File: config.mk
export PLATFORM = sky130hd
export DESIGN_NAME = line_substring_filter_flat
export DESIGN_NICKNAME = d
export VERILOG_FILES = /design/src/design/lsf_pkg.sv /design/src/design/lsf_ifs.sv /design/src/design/lsf_front.sv /design/src/design/lsf_queue.sv /design/src/design/lsf_back.sv /design/src/design/line_substring_filter.sv /design/src/flat_wrapper.sv
export SDC_FILE = /design/constraint.sdc
export NUM_CORES = 2
export LEC_CHECK = 0
export BUFFER_PORTS_ARGS = -buffer_cell sky130_fd_sc_hd__buf_4
export CAP_MARGIN = 20
export CORE_MARGIN = 2
export CORE_UTILIZATION = 62
export CTS_CLUSTER_DIAMETER = 150
export DETAILED_ROUTE_END_ITERATION = 8
export PLACE_DENSITY = 0.81
export SYNTH_ARGS = -nofsm -noshare
export SYNTH_HDL_FRONTEND = slang
export SYNTH_SLANG_ARGS = --single-unit
File: constraint.sdc
create_clock -name clk -period 8.01 [get_ports clk]
set_clock_uncertainty 0.1 [all_clocks]
set_input_delay 0.4005 -clock clk [delete_from_list [all_inputs] [get_ports clk]]
set_output_delay 0.4005 -clock clk [all_outputs]
set_load 0.05 [all_outputs]
File: src/design/lsf_pkg.sv
// Shared types and constants of the line substring filter.
// Depends on nothing; every other file of the block but lsf_ifs imports it.
package lsf_pkg;

  localparam int PATTERN_MAX_DEF = 16;
  localparam int COUNT_WIDTH_DEF = 16;
  localparam int PAT_BYTES       = 16;
  localparam int OUT_W           = 16;
  localparam int PLEN_W          = 5;
  localparam int CFG_IDX_W       = 2;
  localparam int CFG_DATA_W      = 64;
  localparam int Q_DEPTH         = 4;

  localparam logic [7:0] NEWLINE_BYTE = 8'd10;

  localparam logic REC_LINE    = 1'b0;
  localparam logic REC_SUMMARY = 1'b1;

  typedef enum logic [CFG_IDX_W-1:0] {
    CFG_PAT_LOW  = 2'd0,
    CFG_PAT_HIGH = 2'd1,
    CFG_PAT_LEN  = 2'd2
  } cfg_idx_t;

  // Work for the back end: an optional line record and an optional summary.
  typedef struct packed {
    logic             rec_valid;
    logic [OUT_W-1:0] line_offset;
    logic [OUT_W-1:0] line_length;
    logic [OUT_W-1:0] line_number;
    logic             sum_valid;
    logic [OUT_W-1:0] match_total;
    logic             nothing_matched;
  } lsf_entry_t;

endpackage

File: src/design/lsf_ifs.sv
// Valid/ready channel interfaces for the text input and the result output.
// Depends on nothing; field widths are fixed.
interface lsf_in_if;
  logic       valid;
  logic       ready;
  logic [7:0] text_byte;
  logic       byte_present;
  logic       end_of_data;

  modport source (output valid, text_byte, byte_present, end_of_data, input ready);
  modport sink   (input valid, text_byte, byte_present, end_of_data, output ready);
endinterface

interface lsf_out_if;
  logic        valid;
  logic        ready;
  logic        record_kind;
  logic [15:0] line_offset;
  logic [15:0] line_length;
  logic [15:0] line_number;
  logic [15:0] match_total;
  logic        nothing_matched;
  logic        final_result;

  modport source (output valid, record_kind, line_offset, line_length, line_number,
                  match_total, nothing_matched, final_result, input ready);
  modport sink   (input valid, record_kind, line_offset, line_length, line_number,
                  match_total, nothing_matched, final_result, output ready);
endinterface

File: src/design/lsf_front.sv
// Front end: configuration registers, byte window, line tracking and match test.
// Depends on lsf_pkg and lsf_in_if; pushes one work entry per item that needs output.
module lsf_front #(
  parameter int PATTERN_MAX = lsf_pkg::PATTERN_MAX_DEF,
  parameter int COUNT_WIDTH = lsf_pkg::COUNT_WIDTH_DEF
) (
  input  logic                               clk,
  input  logic                               rst_n,
  lsf_in_if.sink                             in_ch,
  input  logic                               cfg_we,
  input  logic [lsf_pkg::CFG_IDX_W-1:0]      cfg_index,
  input  logic [lsf_pkg::CFG_DATA_W-1:0]     cfg_wdata,
  input  logic                               q_full,
  output logic                               push,
  output lsf_pkg::lsf_entry_t                push_entry
);
  import lsf_pkg::*;

  localparam int CW  = COUNT_WIDTH;
  localparam int PLW = $clog2(PATTERN_MAX + 1);

  logic [CFG_DATA_W-1:0] pat_low_r, pat_low_nxt;
  logic [CFG_DATA_W-1:0] pat_high_r, pat_high_nxt;
  logic [PLEN_W-1:0]     pat_len_r, pat_len_nxt;
  logic [PLW-1:0]        plen_r, plen_nxt;
  logic [7:0]            exp_r [PATTERN_MAX];
  logic [7:0]            exp_nxt [PATTERN_MAX];
  logic                  care_r [PATTERN_MAX];
  logic                  care_nxt [PATTERN_MAX];

  logic [7:0]    win_r [PATTERN_MAX];
  logic [7:0]    win_nxt [PATTERN_MAX];
  logic [CW-1:0] len_r, len_nxt;
  logic [CW-1:0] loff_r, loff_nxt;
  logic [CW-1:0] soff_r, soff_nxt;
  logic [CW-1:0] lidx_r, lidx_nxt;
  logic [CW-1:0] total_r, total_nxt;
  logic          hit_r, hit_nxt;

  logic          accept;
  logic [7:0]    shifted [PATTERN_MAX];
  logic          window_eq;
  logic [CW-1:0] len_inc;
  logic          hit_now;
  lsf_entry_t    entry;

  function automatic logic [CW-1:0] sat_inc(input logic [CW-1:0] v);
    return (&v) ? v : v + 1'b1;
  endfunction

  // The pattern is held aligned to the window, newest byte at position 0.
  always_comb begin
    logic [2*CFG_DATA_W-1:0] pat_all;
    int                      plen_i;
    int                      k;
    pat_low_nxt  = pat_low_r;
    pat_high_nxt = pat_high_r;
    pat_len_nxt  = pat_len_r;
    if (cfg_we) begin
      unique case (cfg_index)
        CFG_PAT_LOW:  pat_low_nxt  = cfg_wdata;
        CFG_PAT_HIGH: pat_high_nxt = cfg_wdata;
        CFG_PAT_LEN:  pat_len_nxt  = cfg_wdata[PLEN_W-1:0];
        default: ;
      endcase
    end
    pat_all  = {pat_high_nxt, pat_low_nxt};
    plen_i   = (int'(pat_len_nxt) > PATTERN_MAX) ? PATTERN_MAX : int'(pat_len_nxt);
    plen_nxt = PLW'(plen_i);
    for (int j = 0; j < PATTERN_MAX; j++) begin
      k           = plen_i - 1 - j;
      care_nxt[j] = (j < plen_i);
      exp_nxt[j]  = 8'd0;
      if (j < plen_i && k < PAT_BYTES) begin
        exp_nxt[j] = pat_all[{4'(k), 3'b000} +: 8];
      end
    end
  end

  always_comb begin
    shifted[0] = in_ch.text_byte;
    for (int j = 1; j < PATTERN_MAX; j++) begin
      shifted[j] = win_r[j-1];
    end
    window_eq = 1'b1;
    for (int j = 0; j < PATTERN_MAX; j++) begin
      if (care_r[j] && shifted[j] != exp_r[j]) begin
        window_eq = 1'b0;
      end
    end
    len_inc = sat_inc(len_r);
    hit_now = (plen_r != '0) && (len_inc >= CW'(plen_r)) && window_eq;
  end

  assign accept      = in_ch.valid && in_ch.ready;
  assign in_ch.ready = !q_full;

  always_comb begin
    logic [CW-1:0] next_off;
    next_off  = sat_inc(soff_r);
    win_nxt   = win_r;
    len_nxt   = len_r;
    loff_nxt  = loff_r;
    soff_nxt  = soff_r;
    lidx_nxt  = lidx_r;
    total_nxt = total_r;
    hit_nxt   = hit_r;
    entry     = '0;
    if (in_ch.byte_present) begin
      if (in_ch.text_byte == NEWLINE_BYTE) begin
        if (hit_r || plen_r == '0) begin
          entry.rec_valid   = 1'b1;
          entry.line_offset = OUT_W'(loff_r);
          entry.line_length = OUT_W'(len_r);
          entry.line_number = OUT_W'(lidx_r);
          total_nxt         = sat_inc(total_r);
        end
        lidx_nxt = sat_inc(lidx_r);
        len_nxt  = '0;
        loff_nxt = next_off;
        hit_nxt  = 1'b0;
      end else begin
        win_nxt = shifted;
        len_nxt = len_inc;
        if (hit_now) begin
          hit_nxt = 1'b1;
        end
      end
      soff_nxt = next_off;
    end
    if (in_ch.end_of_data) begin
      if (len_nxt != '0 && (hit_nxt || plen_r == '0)) begin
        entry.rec_valid   = 1'b1;
        entry.line_offset = OUT_W'(loff_nxt);
        entry.line_length = OUT_W'(len_nxt);
        entry.line_number = OUT_W'(lidx_nxt);
        total_nxt         = sat_inc(total_nxt);
      end
      entry.sum_valid       = 1'b1;
      entry.match_total     = OUT_W'(total_nxt);
      entry.nothing_matched = (total_nxt == '0);
      for (int j = 0; j < PATTERN_MAX; j++) begin
        win_nxt[j] = 8'd0;
      end
      len_nxt   = '0;
      loff_nxt  = '0;
      soff_nxt  = '0;
      lidx_nxt  = '0;
      total_nxt = '0;
      hit_nxt   = 1'b0;
    end
  end

  assign push       = accept && (entry.rec_valid || entry.sum_valid);
  assign push_entry = entry;

  always_ff @(posedge clk) begin
    if (!rst_n) begin
      pat_low_r  <= '0;
      pat_high_r <= '0;
      pat_len_r  <= '0;
      plen_r     <= '0;
      for (int j = 0; j < PATTERN_MAX; j++) begin
        exp_r[j]  <= 8'd0;
        care_r[j] <= 1'b0;
        win_r[j]  <= 8'd0;
      end
      len_r   <= '0;
      loff_r  <= '0;
      soff_r  <= '0;
      lidx_r  <= '0;
      total_r <= '0;
      hit_r   <= 1'b0;
    end else begin
      pat_low_r  <= pat_low_nxt;
      pat_high_r <= pat_high_nxt;
      pat_len_r  <= pat_len_nxt;
      plen_r     <= plen_nxt;
      exp_r      <= exp_nxt;
      care_r     <= care_nxt;
      if (accept) begin
        win_r   <= win_nxt;
        len_r   <= len_nxt;
        loff_r  <= loff_nxt;
        soff_r  <= soff_nxt;
        lidx_r  <= lidx_nxt;
        total_r <= total_nxt;
        hit_r   <= hit_nxt;
      end
    end
  end

  a_stream_restart: assert property (@(posedge clk) disable iff (!rst_n)
    (accept && in_ch.end_of_data) |=> (soff_r == '0 && total_r == '0 && lidx_r == '0))
    else $error("stream state not cleared after end of data");

endmodule

File: src/design/lsf_queue.sv
// Short work queue between the front and back ends of the line substring filter.
// Depends on lsf_pkg for the entry type and depth.
module lsf_queue (
  input  logic                clk,
  input  logic                rst_n,
  input  logic                push,
  input  lsf_pkg::lsf_entry_t push_entry,
  input  logic                pop,
  output logic                full,
  output logic                empty,
  output lsf_pkg::lsf_entry_t head
);
  import lsf_pkg::*;

  localparam int AW = $clog2(Q_DEPTH);
  localparam int NW = $clog2(Q_DEPTH + 1);

  lsf_entry_t    slots_r [Q_DEPTH];
  logic [AW-1:0] wr_r, wr_nxt;
  logic [AW-1:0] rd_r, rd_nxt;
  logic [NW-1:0] count_r, count_nxt;

  always_comb begin
    wr_nxt    = wr_r;
    rd_nxt    = rd_r;
    count_nxt = count_r;
    if (push) begin
      wr_nxt = (wr_r == AW'(Q_DEPTH - 1)) ? '0 : wr_r + 1'b1;
    end
    if (pop) begin
      rd_nxt = (rd_r == AW'(Q_DEPTH - 1)) ? '0 : rd_r + 1'b1;
    end
    if (push && !pop) begin
      count_nxt = count_r + 1'b1;
    end else if (pop && !push) begin
      count_nxt = count_r - 1'b1;
    end
  end

  always_ff @(posedge clk) begin
    if (!rst_n) begin
      wr_r    <= '0;
      rd_r    <= '0;
      count_r <= '0;
    end else begin
      wr_r    <= wr_nxt;
      rd_r    <= rd_nxt;
      count_r <= count_nxt;
    end
  end

  always_ff @(posedge clk) begin
    if (push) begin
      slots_r[wr_r] <= push_entry;
    end
  end

  assign full  = (count_r == NW'(Q_DEPTH));
  assign empty = (count_r == '0);
  assign head  = slots_r[rd_r];

  a_no_overflow: assert property (@(posedge clk) disable iff (!rst_n)
    push |-> !full)
    else $error("work queue written while full");

  a_no_underflow: assert property (@(posedge clk) disable iff (!rst_n)
    pop |-> !empty)
    else $error("work queue read while empty");

endmodule

File: src/design/lsf_back.sv
// Back end: turns queued work entries into result transfers, one per cycle while the output is ready.
// Depends on lsf_pkg and lsf_out_if; the result payload sits in an output register.
module lsf_back (
  input  logic                clk,
  input  logic                rst_n,
  input  logic                empty,
  input  lsf_pkg::lsf_entry_t head,
  output logic                pop,
  lsf_out_if.source           out_ch
);
  import lsf_pkg::*;

  logic        valid_r, valid_nxt;
  logic        rec_done_r, rec_done_nxt;
  logic        kind_r, kind_nxt;
  logic [15:0] off_r, off_nxt;
  logic [15:0] len_r, len_nxt;
  logic [15:0] num_r, num_nxt;
  logic [15:0] tot_r, tot_nxt;
  logic        none_r, none_nxt;
  logic        final_r, final_nxt;
  logic        load;

  assign load = !valid_r || out_ch.ready;

  always_comb begin
    valid_nxt    = valid_r;
    rec_done_nxt = rec_done_r;
    kind_nxt     = kind_r;
    off_nxt      = off_r;
    len_nxt      = len_r;
    num_nxt      = num_r;
    tot_nxt      = tot_r;
    none_nxt     = none_r;
    final_nxt    = final_r;
    pop          = 1'b0;
    if (load) begin
      valid_nxt = !empty;
      if (!empty) begin
        if (head.rec_valid && !rec_done_r) begin
          kind_nxt  = REC_LINE;
          off_nxt   = head.line_offset;
          len_nxt   = head.line_length;
          num_nxt   = head.line_number;
          tot_nxt   = '0;
          none_nxt  = 1'b0;
          final_nxt = !head.sum_valid;
          if (head.sum_valid) begin
            rec_done_nxt = 1'b1;
          end else begin
            pop = 1'b1;
          end
        end else begin
          kind_nxt     = REC_SUMMARY;
          off_nxt      = '0;
          len_nxt      = '0;
          num_nxt      = '0;
          tot_nxt      = head.match_total;
          none_nxt     = head.nothing_matched;
          final_nxt    = 1'b1;
          rec_done_nxt = 1'b0;
          pop          = 1'b1;
        end
      end
    end
  end

  always_ff @(posedge clk) begin
    if (!rst_n) begin
      valid_r    <= 1'b0;
      rec_done_r <= 1'b0;
    end else begin
      valid_r    <= valid_nxt;
      rec_done_r <= rec_done_nxt;
    end
  end

  always_ff @(posedge clk) begin
    kind_r  <= kind_nxt;
    off_r   <= off_nxt;
    len_r   <= len_nxt;
    num_r   <= num_nxt;
    tot_r   <= tot_nxt;
    none_r  <= none_nxt;
    final_r <= final_nxt;
  end

  assign out_ch.valid           = valid_r;
  assign out_ch.record_kind     = kind_r;
  assign out_ch.line_offset     = off_r;
  assign out_ch.line_length     = len_r;
  assign out_ch.line_number     = num_r;
  assign out_ch.match_total     = tot_r;
  assign out_ch.nothing_matched = none_r;
  assign out_ch.final_result    = final_r;

  a_summary_last: assert property (@(posedge clk) disable iff (!rst_n)
    (valid_r && kind_r == REC_SUMMARY) |-> final_r)
    else $error("summary not marked as the last result of its item");

endmodule

File: src/design/line_substring_filter.sv
// Top level of the line substring filter: front end, work queue and back end.
// Depends on lsf_pkg, lsf_ifs, lsf_front, lsf_queue and lsf_back.
//
// The filter takes one text byte per clock cycle while the queue has room and reports each
// line that contains the configured fixed pattern (up to sixteen bytes), or every line when
// the pattern is empty, as a record of offset, length and line number, followed by a
// summary record when an item carries end of data. The pattern test over the byte window is
// done in the accepting cycle, so input is stalled only when the four-entry work queue is
// full; a result goes through the queue to the output register and leaves at one result per
// cycle while the output is ready. An item with end of data can cause two results, so a
// stream of such items is limited by the single result port. Configuration is taken on any
// cycle the write enable is high and should be changed only while no results are outstanding.
module line_substring_filter #(
  parameter int PATTERN_MAX = lsf_pkg::PATTERN_MAX_DEF,
  parameter int COUNT_WIDTH = lsf_pkg::COUNT_WIDTH_DEF
) (
  input  logic                           clk,
  input  logic                           rst_n,
  lsf_in_if.sink                         in_ch,
  lsf_out_if.source                      out_ch,
  input  logic                           cfg_we,
  input  logic [lsf_pkg::CFG_IDX_W-1:0]  cfg_index,
  input  logic [lsf_pkg::CFG_DATA_W-1:0] cfg_wdata
);
  import lsf_pkg::*;

  logic       q_push;
  logic       q_pop;
  logic       q_full;
  logic       q_empty;
  lsf_entry_t q_in;
  lsf_entry_t q_head;

  lsf_front #(
    .PATTERN_MAX (PATTERN_MAX),
    .COUNT_WIDTH (COUNT_WIDTH)
  ) u_front (
    .clk        (clk),
    .rst_n      (rst_n),
    .in_ch      (in_ch),
    .cfg_we     (cfg_we),
    .cfg_index  (cfg_index),
    .cfg_wdata  (cfg_wdata),
    .q_full     (q_full),
    .push       (q_push),
    .push_entry (q_in)
  );

  lsf_queue u_queue (
    .clk        (clk),
    .rst_n      (rst_n),
    .push       (q_push),
    .push_entry (q_in),
    .pop        (q_pop),
    .full       (q_full),
    .empty      (q_empty),
    .head       (q_head)
  );

  lsf_back u_back (
    .clk    (clk),
    .rst_n  (rst_n),
    .empty  (q_empty),
    .head   (q_head),
    .pop    (q_pop),
    .out_ch (out_ch)
  );

endmodule

File: src/flat_wrapper.sv
// flat-port wrapper written by rule: the top's interface ports become plain ports
module line_substring_filter_flat import lsf_pkg::*;
#(
  parameter int PATTERN_MAX = lsf_pkg::PATTERN_MAX_DEF,
  parameter int COUNT_WIDTH = lsf_pkg::COUNT_WIDTH_DEF
)
  (clk, rst_n, cfg_we, cfg_index, cfg_wdata, in_ch_valid, in_ch_text_byte, in_ch_byte_present, in_ch_end_of_data, in_ch_ready, out_ch_valid, out_ch_record_kind, out_ch_line_offset, out_ch_line_length, out_ch_line_number, out_ch_match_total, out_ch_nothing_matched, out_ch_final_result, out_ch_ready);
  lsf_in_if in_ch_i ();
  lsf_out_if out_ch_i ();
  input  logic clk;
  input  logic rst_n;
  input  logic cfg_we;
  input  logic [lsf_pkg::CFG_IDX_W-1:0] cfg_index;
  input  logic [lsf_pkg::CFG_DATA_W-1:0] cfg_wdata;
  input wire logic [$bits(in_ch_i.valid)-1:0] in_ch_valid;
  input wire logic [$bits(in_ch_i.text_byte)-1:0] in_ch_text_byte;
  input wire logic [$bits(in_ch_i.byte_present)-1:0] in_ch_byte_present;
  input wire logic [$bits(in_ch_i.end_of_data)-1:0] in_ch_end_of_data;
  output wire logic [$bits(in_ch_i.ready)-1:0] in_ch_ready;
  output wire logic [$bits(out_ch_i.valid)-1:0] out_ch_valid;
  output wire logic [$bits(out_ch_i.record_kind)-1:0] out_ch_record_kind;
  output wire logic [$bits(out_ch_i.line_offset)-1:0] out_ch_line_offset;
  output wire logic [$bits(out_ch_i.line_length)-1:0] out_ch_line_length;
  output wire logic [$bits(out_ch_i.line_number)-1:0] out_ch_line_number;
  output wire logic [$bits(out_ch_i.match_total)-1:0] out_ch_match_total;
  output wire logic [$bits(out_ch_i.nothing_matched)-1:0] out_ch_nothing_matched;
  output wire logic [$bits(out_ch_i.final_result)-1:0] out_ch_final_result;
  input wire logic [$bits(out_ch_i.ready)-1:0] out_ch_ready;
  assign in_ch_i.valid = in_ch_valid;
  assign in_ch_i.text_byte = in_ch_text_byte;
  assign in_ch_i.byte_present = in_ch_byte_present;
  assign in_ch_i.end_of_data = in_ch_end_of_data;
  assign in_ch_ready = in_ch_i.ready;
  assign out_ch_valid = out_ch_i.valid;
  assign out_ch_record_kind = out_ch_i.record_kind;
  assign out_ch_line_offset = out_ch_i.line_offset;
  assign out_ch_line_length = out_ch_i.line_length;
  assign out_ch_line_number = out_ch_i.line_number;
  assign out_ch_match_total = out_ch_i.match_total;
  assign out_ch_nothing_matched = out_ch_i.nothing_matched;
  assign out_ch_final_result = out_ch_i.final_result;
  assign out_ch_i.ready = out_ch_ready;
  line_substring_filter #(.PATTERN_MAX(PATTERN_MAX), .COUNT_WIDTH(COUNT_WIDTH)) u_core (.clk(clk), .rst_n(rst_n), .in_ch(in_ch_i), .out_ch(out_ch_i), .cfg_we(cfg_we), .cfg_index(cfg_index), .cfg_wdata(cfg_wdata));
endmodule
Yosys cells after proc, flatten, opt, wreduce, memory -nomap -nowiden
Memories as Yosys holds them, arrays and structs flattened. A register that Yosys moved wholly into a read port is not among the register bits.
Index checks and enable logic that the tools add are counted.
{"block": "op_classes", "addsub": 25, "n_lt_le_gt_ge": 34, "n_eq_ne": 24, "shift": 16, "n_mux": 72, "bitwise": 1, "reduce_logical": 84}
{"operator": "128-bit by 8-bit indexed part select with 8-bit output", "count": 16}
{"operator": "32-bit by 6-bit < comparator with 1-bit output (second input constant)", "count": 14}
{"operator": "128-bit two-way mux", "count": 3}
{"operator": "16-bit two-way mux", "count": 22}
{"operator": "64-bit two-way mux", "count": 4}
{"operator": "49-bit two-way mux", "count": 4}
{"operator": "8-bit inequality test", "count": 16}
{"operator": "16-bit by 1-bit adder with 16-bit output (second input constant)", "count": 5}
{"operator": "16-bit AND reduction", "count": 5}
{"operator": "67-bit two-way mux", "count": 1}
{"operator": "6-bit by 5-bit subtractor with 7-bit output (second input constant)", "count": 8}
{"operator": "1-bit logical AND", "count": 40}
{"operator": "4-bit by 5-bit < comparator with 1-bit output (first input constant)", "count": 8}
{"operator": "2-bit AND reduction", "count": 18}
{"operator": "1-bit two-way mux", "count": 29}
{"operator": "6-bit by 4-bit subtractor with 7-bit output (second input constant)", "count": 4}
{"operator": "3-bit by 5-bit < comparator with 1-bit output (first input constant)", "count": 4}
{"operator": "16-bit by 5-bit >= comparator with 1-bit output", "count": 1}
{"operator": "16-bit zero test", "count": 1}
{"operator": "16-bit nonzero test", "count": 1}
{"operator": "5-bit two-way mux", "count": 3}
{"operator": "6-bit by 3-bit subtractor with 7-bit output (second input constant)", "count": 2}
{"operator": "1-bit by 5-bit < comparator with 1-bit output (first input constant)", "count": 2}
{"operator": "2-bit by 5-bit < comparator with 1-bit output (first input constant)", "count": 2}
{"operator": "24 further kinds", "count": 43}
{"block": "word_totals", "reg_bits": 559, "ram_bits": 268, "inputBits": 81, "out_inout_bits": 69, "wordCells": 326, "n_memories": 1}
{"memory": "u_core.u_queue.slots_r", "words": 4, "width": 67, "rd": 1, "rd_ports_with_merged_regs": 1, "wr": 1, "line_no": "lsf_queue.sv:18", "rtl": "lsf_entry_t slots_r [Q_DEPTH];"}

Longest topological paths before layout
{"block": "logic_depth", "word_depth": 34, "ltp_mapped": 19, "mapped_depth_nobuf": 17}

Cells and area by module
Synthesis repeated with hierarchy kept, for this count alone.
{"block": "hier_totals", "cells_unflattened": 3631, "area_unflattened_um2": 39649.3}
{"mod": "lsf_front", "instances": 1, "cells_per_inst": 3086, "area_each_um2": 26915.8, "seq_area_each_um2": 9649.3}
{"mod": "lsf_queue", "instances": 1, "cells_per_inst": 394, "area_each_um2": 10159.7, "seq_area_each_um2": 8227.9}
{"mod": "lsf_back", "instances": 1, "cells_per_inst": 151, "area_each_um2": 2573.7, "seq_area_each_um2": 2052.0}

Least setup slack after synthesis
Ideal clock, no wire load.
{"block": "synth_path", "path_type": "reg-to-reg", "startpoint": "register u_core.u_back.valid_r, in the netlist u_core.u_back.out_ch.valid", "endpoint": "register u_core.u_queue.count_r[2]", "setup_time_ns": 0.070, "arrival_ns": 5.566, "t_required_ns": 7.840, "path_slack_ns": 2.273, "stages_incl_launch_ff": 9, "path_buffers": 0, "synth_period_minus_slack_ns": 5.737, "path_cell_list": "dfxtp_1 a21oi_1 nand2_1 ha_1 inv_1 fa_1 xor2_1 or3_1 a21oi_1"}
{"block": "synth_between", "elab_chain_len": 6, "word_cells_on_any_way": 8, "classes_between": "2 x mux; 6 x reduce/logical"}
{"element": "from (decl)", "line_no": "lsf_back.sv:13", "rtl": "logic valid_r, valid_nxt;"}
{"element": "from (signal assigned)", "line_no": "lsf_back.sv:73", "rtl": "valid_r <= valid_nxt;"}
{"element": "1-bit zero test *", "line_no": "lsf_back.sv:24", "rtl": "assign load = !valid_r || out_ch.ready;"}
{"element": "1-bit logical OR *", "line_no": "lsf_back.sv:24"}
{"element": "1-bit two-way mux *", "line_no": "lsf_back.sv:37", "rtl": "if (load) begin"}
{"element": "1-bit zero test", "line_no": "lsf_queue.sv:33", "rtl": "if (push && !pop) begin"}
{"element": "1-bit logical AND", "line_no": "lsf_queue.sv:33"}
{"element": "3-bit two-way mux / 2-bit nonzero test (equally long branches)"}
{"element": "to (signal assigned)", "line_no": "lsf_queue.sv:48", "rtl": "count_r <= count_nxt;"}
{"element": "to (decl)", "line_no": "lsf_queue.sv:21", "rtl": "logic [NW-1:0] count_r, count_nxt;"}
Every way passes the cells marked *; elsewhere a longest branch is shown, timed or not.
A chain may end at the register's enable or synchronous reset.

==> reports/metrics.csv <==
stage,metric,value,unit
clock_network,CTS tree,built,
job,Max Cap Violations,0,
floorplanning,I/O pin count,150,
floorplanning,floorplan die width,253,um
synth,average cell area after synthesis,10.7,sq um
placement,placed instance count,4414,
synth,Yosys cell types,77,
synth,compound-cell area share of the yosys netlist,8.71,%
clock_network,clock tree root buffer cell,sky130_fd_sc_hd__clkbuf_16,
detailed_routing,DR vias,29135,
synth,"Async S/R FF share, synth",0,%
synth,Main synth FF type,sky130_fd_sc_hd__dfxtp_1,
sta,setup slack after layout,2.29,ns
pwr,sw power,0.00373,W
worst_setup_path,required time at the endpoint of the critical path,8.27,ns
worst_setup_path,crit-path cells,nand4_1 > or4_1 > nor2_1 > nand2_1 > nand2_1 > ha_1 > a21o_1 > a211o_1 > o211ai_1 > nand4_1 > o311ai_0 > a21o_1 > a21oi_1 > nand2_2 > nand2_1 > and2_1,
detailed_routing,remaining routing DRC violations,0,
synth,Cells after Synth,3614,
finish,share of layout cells above drive strength 1,11.4,%
worst_setup_path,startpoint of the worst-slack reg-to-reg timing path,u_core.u_front.len_r[3],
finish,area occupied by registers,19900,sq um
finish,Final nets,3847,
global_route,overflow left after global routing,0,
synth,multiplexer share of the synthesized area,17.8,%
global_route,global-route wire length before repair,167,mm
clock_network,"Hold-fix buffers, CTS",69,
pwr,cell area power density,269,nW/um^2
detailed_routing,met2 wire len,52.5,mm
sta,final hold viol count,0,
worst_setup_path,"Data arrival, critical path",5.98,ns
synth,Mapped Nets,3729,
detailed_routing,final routed wire length divided by cell count,23.8,um
synth,number of synthesized flops with an enable pin,335,
pwr,logic gate share of total power,24.5,%
detailed_routing,overall routed net length,111,mm
detailed_routing,Routed Antenna Nets,0,
floorplanning,Std-Cell Rows,91,
finish,area delta synth->final,13.4,%
worst_setup_path,origin of the worst setup path,u_core.u_front.len_r[3],
clock_network,clock sinks,828,
worst_setup_path,buffering stage count on the worst path with inverters included,0,
floorplanning,Die Ht,253,um
worst_setup_path,Critical Path Start Type,register,
sta,Slew HR,23.3,%
placement,detailed-placement wirelength estimate,76.2,mm
worst_setup_path,maximum fanout encountered on the critical timing path,26,
sta,actual slew at the worst max-slew pin,1.15,ns
placement,worst slack after detailed placement,2.45,ns
worst_setup_path,"most used cell, CP",sky130_fd_sc_hd__nand2_1,
synth,largest family of logic cells by synthesized area,multiplexers,
sta,Final Slew Violations,0,
global_route,total global-route track usage,34.2,%
detailed_routing,routed wl met3,8.53,mm
pwr,leakage,16.6,nW
global_route,antenna violations before repair,2,
sta,final sum of negative setup slack,0,ns
detailed_routing,highest signal layer in the routed design,met5,
floorplanning,Die Outline Area,64200,sq um
status,outcome,finished clean,
floorplanning,initial core utilization,62.6,%
worst_setup_path,end of the worst register-to-register path,u_core.u_queue.slots_r[2][61],
synth,Synth Area in XOR/XNOR,4.29,%
finish,area of combinational cells with multiple inputs,17700,sq um
clock_network,clock network latency to the later pin of the worst-skew pair,0.64,ns
clock_network,total number of H-tree levels,3,
synth,synthesized-area fraction occupied by adder cells,1.28,%
worst_setup_path,Worst path depth,16,
clock_network,maximum number of buffers from clock root to sink,3,
worst_setup_path,Top Family by Delay on Critical Path,simple AND/OR/NAND/NOR gates,
clock_network,number of CTS-inserted buffers,84,
sta,Final Setup Violations,0,
sta,Tcrit/Tclk final,71.4,%
detailed_routing,starting DRC count in detailed routing,3344,
detailed_routing,first-pass iteration count of the detailed router,7,
clock_network,"Setup Fix Bufs, Post-CTS",0,
pwr,Internal,0.00803,W
pwr,switching power as a share of total power,31.7,%
floorplanning,Core Region,61600,sq um
worst_setup_path,critical path capture point,u_core.u_queue.slots_r[2][61],
placement,Port Buffer Count,149,
clock_network,clk slew on worst S/H paths,0.06,ns
sta,unrepaired setup endpoints after global routing,no,
synth,Synth Cell Area,38600,sq um
worst_setup_path,count of cells along the worst register-to-register path,16,
pwr,Clock Power Share,33.5,%
global_route,largest net degree at the start of global routing,201,
synth,synthesis-stage register bit count,828,
sta,clock period minus final worst setup slack,5.72,ns
placement,GP Congestion,1.10,
worst_setup_path,cell type of the slowest stage on the worst timing path,sky130_fd_sc_hd__or4_1,
min_path,Hold/Removal Path Class,primary input to register,
worst_setup_path,type of the worst setup path,register to register,
synth,synthesis warning total,0,
worst_setup_path,critical path's largest stage delay,0.76,ns
worst_setup_path,"setup slack, reg-to-reg",2.29,ns
synth,area share of and/or/nand/nor cells after synthesis,13.6,%
pwr,Reg power frac,42.0,%
detailed_routing,Avg Vias per Cell,6.28,
global_route,via count of the first global-routing pass,27728,
detailed_routing,length of routed wiring on met1,42.3,mm
synth,post-synthesis sequential area ratio,51.7,%
clock_network,cts repair resizes,0,
finish,Filler cells,4315,
worst_setup_path,capturing element type of the critical path,register,
sta,Peak Freq,0.175,GHz
pwr,maximum vdd drop,219,uV
finish,final standard cell count with taps included and fillers excluded,4639,
## synth_stat cells (4+ instances only)
cell type / instances / area [sq um]
sky130_fd_sc_hd__mux2i_1: 529 / 5300
sky130_fd_sc_hd__dfxtp_1: 493 / 9870
sky130_fd_sc_hd__nor2_1: 471 / 1770
sky130_fd_sc_hd__edfxtp_1: 335 / 10100
sky130_fd_sc_hd__nand2_1: 335 / 1260
sky130_fd_sc_hd__clkbuf_1: 182 / 683
sky130_fd_sc_hd__a21oi_1: 178 / 891
sky130_fd_sc_hd__xnor2_1: 167 / 1460
sky130_fd_sc_hd__a22oi_1: 157 / 1180
sky130_fd_sc_hd__o21ai_0: 85 / 425
sky130_fd_sc_hd__and3_1: 70 / 438
sky130_fd_sc_hd__mux4_2: 67 / 1510
sky130_fd_sc_hd__and2_1: 59 / 369
sky130_fd_sc_hd__nand4_1: 57 / 357
sky130_fd_sc_hd__nand3_1: 42 / 210
sky130_fd_sc_hd__nor3_1: 38 / 190
sky130_fd_sc_hd__ha_1: 33 / 413
sky130_fd_sc_hd__buf_1: 31 / 116
sky130_fd_sc_hd__inv_1: 28 / 105
sky130_fd_sc_hd__nor4_1: 21 / 131
sky130_fd_sc_hd__xor2_1: 20 / 175
sky130_fd_sc_hd__a31oi_1: 19 / 119
sky130_fd_sc_hd__buf_2: 19 / 95.1
sky130_fd_sc_hd__a22o_1: 12 / 105
sky130_fd_sc_hd__o21ai_1: 12 / 60.1
sky130_fd_sc_hd__or3_1: 12 / 75.1
sky130_fd_sc_hd__nand2b_1: 10 / 62.6
sky130_fd_sc_hd__a211oi_1: 8 / 60.1
sky130_fd_sc_hd__nand3b_1: 8 / 60.1
sky130_fd_sc_hd__o31ai_1: 7 / 52.6
sky130_fd_sc_hd__and4_1: 6 / 52.6
sky130_fd_sc_hd__maj3_1: 6 / 60.1
sky130_fd_sc_hd__o211ai_1: 6 / 45.0
sky130_fd_sc_hd__a311oi_1: 5 / 43.8
sky130_fd_sc_hd__mux2_2: 5 / 56.3
sky130_fd_sc_hd__nor3b_1: 5 / 37.5
sky130_fd_sc_hd__o22ai_1: 5 / 31.3
sky130_fd_sc_hd__a21o_1: 4 / 30.0
sky130_fd_sc_hd__a31o_2: 4 / 35.0
sky130_fd_sc_hd__inv_2: 4 / 15.0
sky130_fd_sc_hd__nor2b_1: 4 / 25.0
sky130_fd_sc_hd__or4_1: 4 / 30.0
## worst min-delay path, stage by stage
cell and delay, ns:
sky130_fd_sc_hd__buf_4 0.15, sky130_fd_sc_hd__a22oi_1 0.08, sky130_fd_sc_hd__nor2_1 0.09
## sequential cells by signal, summed over array words and instances, names as in the netlist, 64 cells and up, named ones only
name                       flops
u_core.u_front.exp_r         128
u_core.u_front.shifted       120
u_core.u_queue.slots_r       268
u_core.u_front.pat_low_r      64
u_core.u_front.pat_high_r     64
## worst min-delay path by stage
| stage | from | endpoint | slack (ns) | cells past startpoint |
|---|---|---|---|---|
| finish | in_ch_text_byte[3] | u_core.u_front.shifted[115] | 0.02 | 3 |
| global route | in_ch_text_byte[3] | u_core.u_front.shifted[115] | 0.04 | 3 |
| CTS | in_ch_text_byte[3] | u_core.u_front.shifted[115] | 0.002 | 3 |
| detailed placement | u_core.u_queue.rd_r[0] | register | 0.39 | 2 |
| global placement | u_core.u_queue.count_r[2] | u_core.u_queue.count_r[2] | 0.38 | 2 |
| floorplan | u_core.u_queue.rd_r[0] | register | 0.36 | 2 |
## per-layer routing
layer  up-vias  track usage, %
li1      13307               -
met1     14060            42.4
met3       322            6.02
met5         -               0
met4         2            19.6
met2      1444            56.6
## layout by cell type (no fill, tap or decap), drive strengths merged, types with 6 or more instances in the layout
cell type    instances
nor2               471
buf                195
xnor2              168
clkinv              24
nand2b              10
clkbuf             117
dlygate4sd3         69
and4                 6
nand4               57
nand3b               8
nor4                22
or3                 12
a22o                12
nand2              336
mux4                67
o31ai                7
maj3                 6
inv                 32
a211oi               8
ha                  33
a31oi               19
and2                59
bufinv               7
o211ai               6
xor2                20
a22oi              157
o21ai               97
mux2i              529
clkinvlp             7
edfxtp             335
dfxtp              493
and3                70
nor3                39
a21oi              179
nand3               42
## kinds of logic after synthesis
kind of cell,count (synthesis)
DFF,828
muxes,601
AOI/OAI and AO/OA,532
and+or+nand+nor,1160
xor gates and xnor gates,188
adders and majority gates,40
buffers and inverters,265
## metrics by stage
step	util (%)	hold slack (ns)	cell area, sq um	power [W]
2_1_floorplan	-	0.363	38600	0.00703
3_3_place_gp	65.3	0.382	40200	0.00779
6_report	71.0	0.0220	43700	0.0118
3_5_place_dp	65.4	0.392	40300	0.00783
5_1_grt	71.0	0.0412	43700	0.0121
4_1_cts	71.0	0.00155	43700	0.0118
## cell type report
class / instances / area share [%]
clock buffer: 117 / 5.35
timing repair buffer: 264 / 4.95
tap: 837 / 2.39
inverter: 33 / 0.303
clock inverter: 37 / 0.998
sequential: 828 / 45.6
multi-input combinational: 2521 / 40.4
antenna: 2 / 0.0114
## power by group through the flow
stage | sequential, W | combinational (W) | clock [W]
after CTS | 0.00494 | 0.00286 | 0.00396
after global placement | 0.00502 | 0.00277 | 0
after detailed placement | 0.00502 | 0.00281 | 0
after floorplan | 0.00562 | 0.00142 | 0
final | 0.00493 | 0.00289 | 0.00394
after global routing | 0.00497 | 0.00304 | 0.00413
(Power assumes the default switching activity.)
